==> config.mk <==
export PLATFORM = sky130hd
export DESIGN_NAME = dofc_div
export DESIGN_NICKNAME = d
export VERILOG_FILES = /design/src/design/dofc_pkg.sv /design/src/design/dofc_div.sv
export SDC_FILE = /design/constraint.sdc
export NUM_CORES = 2
export LEC_CHECK = 0
export BUFFER_PORTS_ARGS = -buffer_cell sky130_fd_sc_hd__buf_2
export CAP_MARGIN = 20
export CORE_ASPECT_RATIO = 1.1
export CORE_MARGIN = 1.5
export CORE_UTILIZATION = 60
export DETAILED_ROUTE_END_ITERATION = 6
export HOLD_SLACK_MARGIN = 0.08
export PLACE_DENSITY = 0.74
export SYNTH_ARGS = -nofsm -noshare
export SYNTH_HDL_FRONTEND = slang
export SYNTH_SLANG_ARGS = --single-unit
==> constraint.sdc <==
create_clock -name clk -period 6.1 [get_ports clk]
set_clock_uncertainty 0.05 [all_clocks]
set_input_delay 1.22 -clock clk [delete_from_list [all_inputs] [get_ports clk]]
set_output_delay 1.22 -clock clk [all_outputs]
set_load 0.05 [all_outputs]
==> src/design/dofc_pkg.sv <==
// Shared constants for the depth-of-field calculator.
// No dependencies; used by dofc_div and depth_of_field_calc.
package dofc_pkg;

	localparam int DW = 32;            // datapath width
	localparam int DIV_STAGES = DW;    // one quotient bit per divider stage

	localparam logic [7:0]  COC_RESET   = 8'd19;
	localparam logic [9:0]  MM_PER_M    = 10'd1000;
	localparam logic [3:0]  MM_PER_CM   = 4'd10;
	localparam logic [DW-1:0] INFINITY_MM = 32'd1000000;

	localparam logic [1:0] STAT_FULL     = 2'd0;
	localparam logic [1:0] STAT_NO_FOCUS = 2'd1;
	localparam logic [1:0] STAT_NO_LENS  = 2'd2;

endpackage

==> src/design/dofc_div.sv <==
// Pipelined unsigned 32-bit restoring divider, one quotient bit per stage.
// Depends on dofc_pkg. A zero divisor gives an all-ones quotient.
module dofc_div
	import dofc_pkg::*;
(
	input  logic          clk,
	input  logic [DW-1:0] num,
	input  logic [DW-1:0] den,
	output logic [DW-1:0] quo
);

	logic [DW-1:0] rem_s [DIV_STAGES];
	logic [DW-1:0] n_s   [DIV_STAGES];
	logic [DW-1:0] d_s   [DIV_STAGES];
	logic [DW-1:0] q_s   [DIV_STAGES];

	genvar k;
	generate
		for (k = 0; k < DIV_STAGES; k++) begin : g_stage
			logic [DW-1:0] rem_in, n_in, d_in, q_in;
			logic [DW:0]   trial;
			logic          ge;

			if (k == 0) begin : g_first
				assign rem_in = '0;
				assign n_in   = num;
				assign d_in   = den;
				assign q_in   = '0;
			end else begin : g_next
				assign rem_in = rem_s[k-1];
				assign n_in   = n_s[k-1];
				assign d_in   = d_s[k-1];
				assign q_in   = q_s[k-1];
			end

			assign trial = {rem_in, n_in[DW-1]};
			assign ge    = (trial >= {1'b0, d_in});

			always_ff @(posedge clk) begin
				rem_s[k] <= ge ? DW'(trial - {1'b0, d_in}) : trial[DW-1:0];
				n_s[k]   <= {n_in[DW-2:0], 1'b0};
				d_s[k]   <= d_in;
				q_s[k]   <= {q_in[DW-2:0], ge};
			end
		end
	endgenerate

	assign quo = q_s[DIV_STAGES-1];

endmodule

==> results.md <==
Drt:
- The detailed-route wire length per cell is 19.9 um.
- The routed layout has 87800 vias.
- The detail route stage leaves a number of antenna-violating nets equal to 0.
- For this block, the routed nets add up to 308000 um of wire.
- For this run, design rule violations remaining after detail routing come to 0.
- The first routing iteration left 6341 violations.
- Using the TritonRoute via totals, the vias-per-cell ratio works out to 5.68.
- The pre-antenna-repair detailed-routing pass consisted of 7 iterations.

Clocking:
- The number of buffers on the longest clock path is 4.
- Counting the buffers created by CTS gives 309.
- The deepest level of the CTS H-tree is 5.
- The clock root buffer master is clkbuf_16.
- The number of hold buffers added after CTS was 0.
- The clock network latency to the later pin of the worst-skew pair is 0.96 ns.
- The number of clock sinks is 3008.
- The post-CTS setup-driven buffer insertion count is 0.
- The CTS tree is done.
- The number of gates resized after CTS is 0.
- Clock-pin slew was measured on the worst setup and hold paths at 0.07 ns.

Placed design:
- Once placement completed, the tool counted placed cells totaling 14900.
- The congestion estimate from routability-driven global placement came to 0.968.
- The cell area after placement is 126000 sq um.
- The count of input and output buffers is 96.
- The detailed-placement wirelength estimate is 235000 um.

Setup path:
- The critical path capture point type is a flip-flop.
- The largest individual stage delay along the critical path comes from the cell a311oi_4.
- Along the worst path, the maximum fanout reaches 26.
- The worst path buffer plus inverter count is 3.
- In this run the critical register-to-register path is captured at rem_s[1][270].
- The minimum setup slack among reg-to-reg paths is 1.40 ns.
- The critical path launch point type is a flip-flop.
- Data arrives at the worst endpoint at 5.41 ns.
- The delay of the slowest critical-path stage is 0.63 ns.
- The category of cells accounting for the largest share of critical-path delay is compound AO/OA/AOI/OAI gates.
- The category of the most critical setup path is reg2reg.
- The worst register-to-register path has a depth of 14.
- The critical path depth in cells is 14.
- By instance count, the cell type seen most on the critical path is buf_4.
- In this run the critical register-to-register path is launched from d_s[1][225].
- Walking the worst path, the cells encountered are inv_1, ha_1, nor2b_1, o31ai_1, a2111oi_0, nor2_1, o21ai_1, o311ai_0, o21a_1, nand3_1, a311oi_4, buf_4, buf_4, o21ai_0.
- Data on the critical path is required at its endpoint by 6.81 ns.

STA:
- The final-report max-slew violation count was 0.
- For this run, the top clock speed supported by timing is 0.213 GHz.
- The final setup violation count is 0.
- The final hold violation count is 0.
- The worst pin sits at a relative slew slack of 0.257.
- Hold timing on the final database bottoms out at a slack of 0.239 ns.
- After routing, the total negative slack on setup checks comes to 0 ns.
- The clock period could shrink to 4.70 ns.
- Setup repair after global routing left no endpoint under its margin.
- Dividing the final minimum period by the clock period gives 0.771.
- The transition time at the pin with the least slew margin is 1.11 ns.

Pwr:
- Summed over all cells, the static leakage comes to 64.4 nW.
- The power density normalized to cell area is 387 nW/um^2.
- The total power of the final layout is 52.8 mW.
- IR analysis of the VDD net gives a maximum drop of 0.000355 V.

Floorplanning:
- The top-level I/O count is 97.
- The die covers 207000 sq um.
- The die is 477 um tall.
- The initialized floorplan defines 173 standard-cell rows.
- The placeable core region is 203000 sq um.
- The initial utilization of the core area, before any placement, comes to 0.606.
- The floorplan die width is 434 um.

GRT:
- The remaining global-route overflow is 0.
- Across every metal layer, demand over resource in global routing totals 0.290.
- Entering global routing, the biggest net connects 63 pins.
- The via count of the first global-routing pass is 85900.
- The first global-routing pass estimated 477000 um of wire.
- The number of antenna violations at the first check in global routing came to 21.

Layout:
- The filler cell count in the final layout is 15700.
- After the flow finishes, the layout carries non-filler instances totaling 15500.
- The final design area excluding fillers is 136000 sq um.
- For this run, the post-layout net count is 13600.
- In the final layout, the share of cells above drive strength 1 is 0.0934.
- The signed area change from the synthesized netlist to the final layout is 11.1%.

Yosys:
- For this run, the number of Yosys warnings is 0.
- The synthesized design contains 0 enable-type register cells.
- The netlist area before placement is 123000 sq um.
- Among all flip-flop cells after synthesis, the most frequent one is dfxtp_1.
- The synthesized design contains 3008 register bits.
- The share of synthesized area occupied by flip-flops and latches is 0.491.
- The average size of a mapped cell is 9.93 sq um.
- The post-synthesis instance total is 12400.
- Counting every net in the synthesized netlist gives 13500.
- The async set-or-reset flop fraction in the synthesized netlist is 0.
- The netlist uses 87 different library cells.

Status:
- The run finished with clean final reports.

Hold path:
- The hold path depth is 0.
- The startpoint of the lowest-slack hold path is n_s[0][44].
- In this run the worst hold path is classified as reg2reg.
- The path with the worst hold slack has its endpoint at n_s[0][76].

Job:
- The count of max-cap constraint violations is 0.
==> layout by cell type (no fill, tap or decap), types with 129 or more instances in the layout <==
master	Yosys	layout
inv_1	1218	1218
nand4_1	161	161
nor2b_1	138	138
xor2_1	350	350
a21o_1	511	511
o21ai_0	740	738
xnor2_1	486	486
a21oi_1	989	988
mux2_2	447	447
dfxtp_1	3008	3008
o21a_1	129	129
nand3_1	200	200
ha_1	994	994
nand2_1	734	734
clkbuf_16	0	313
nor2_1	610	610
==> routing by layer <==
metal	share of wire	up-vias	wire, um	track usage
met5	0.000029	-	9	0
met4	0.037	2	11400	0.108
met3	0.054	629	16600	0.0406
met2	0.46	2662	141000	0.472
met1	0.45	41500	140000	0.392
li1	-	43000	-	-
==> flip-flops by register name, indices dropped and copies added (netlist names) <==
name   flops
n_s      496
q_s      528
d_s      992
rem_s    992
==> how the worst max path moves through the flow <==
stage,from,end,slack (ns)
floorplan,d_s[0][210],rem_s[0][228],2.55
global placement,d_s[0][424],rem_s[0][454],1.64
detailed placement,d_s[1][225],rem_s[1][270],1.64
CTS,d_s[1][225],rem_s[1][270],1.50
global route,d_s[1][225],rem_s[1][273],1.05
finish,d_s[1][225],rem_s[1][270],1.40
==> stage by stage <==
step / util / setup WS, ns
after detailed placement: 0.622 / 1.64
after global routing: 0.673 / 1.05
after CTS: 0.673 / 1.50
final: 0.673 / 1.40
after global placement: 0.622 / 1.64
after floorplan: - / 2.55
==> synth_stat cells, types with 161 or more instances <==
library cell,count,share of area
a21o_1,511,0.031
a21oi_1,989,0.040
clkbuf_1,247,0.0076
dfxtp_1,3008,0.49
ha_1,994,0.10
inv_1,1218,0.037
mux2_2,447,0.041
nand2_1,734,0.022
nand3_1,200,0.0082
nand4_1,161,0.0082
nor2_1,610,0.019
o21ai_0,740,0.030
xnor2_1,486,0.035
xor2_1,350,0.025
==> final cells by class <==
class	instances	area (sq um)	share of cell area
Inverter	1218	4570	0.0335
Sequential cell	3008	60200	0.442
Tap cell	2712	3390	0.0249
Clock buffer	407	8690	0.0637
Multi-Input combinational cell	7859	57100	0.419
Timing Repair Buffer	131	791	0.00580
Clock inverter	129	1560	0.0114
Antenna cell	9	22.5	0.000165
==> report_power, final <==
group          internal, mW  total (mW)  switching (mW)
Combinational          5.08        11.3            6.27
Clock                  11.3        19.0            7.70
Sequential             21.3        22.4            1.16
Total                  37.6        52.8            15.1
==> cell families after synthesis <==
group,after synthesis,share of synthesized area
compound gates,3117,0.158
xor+xnor,836,0.0596
fa+ha+maj,1024,0.106
buf+inv,1498,0.0465
flops,3008,0.491
mux,507,0.0470
simple gates,2375,0.0918
No activity file was read; power rests on OpenSTA's default activity.
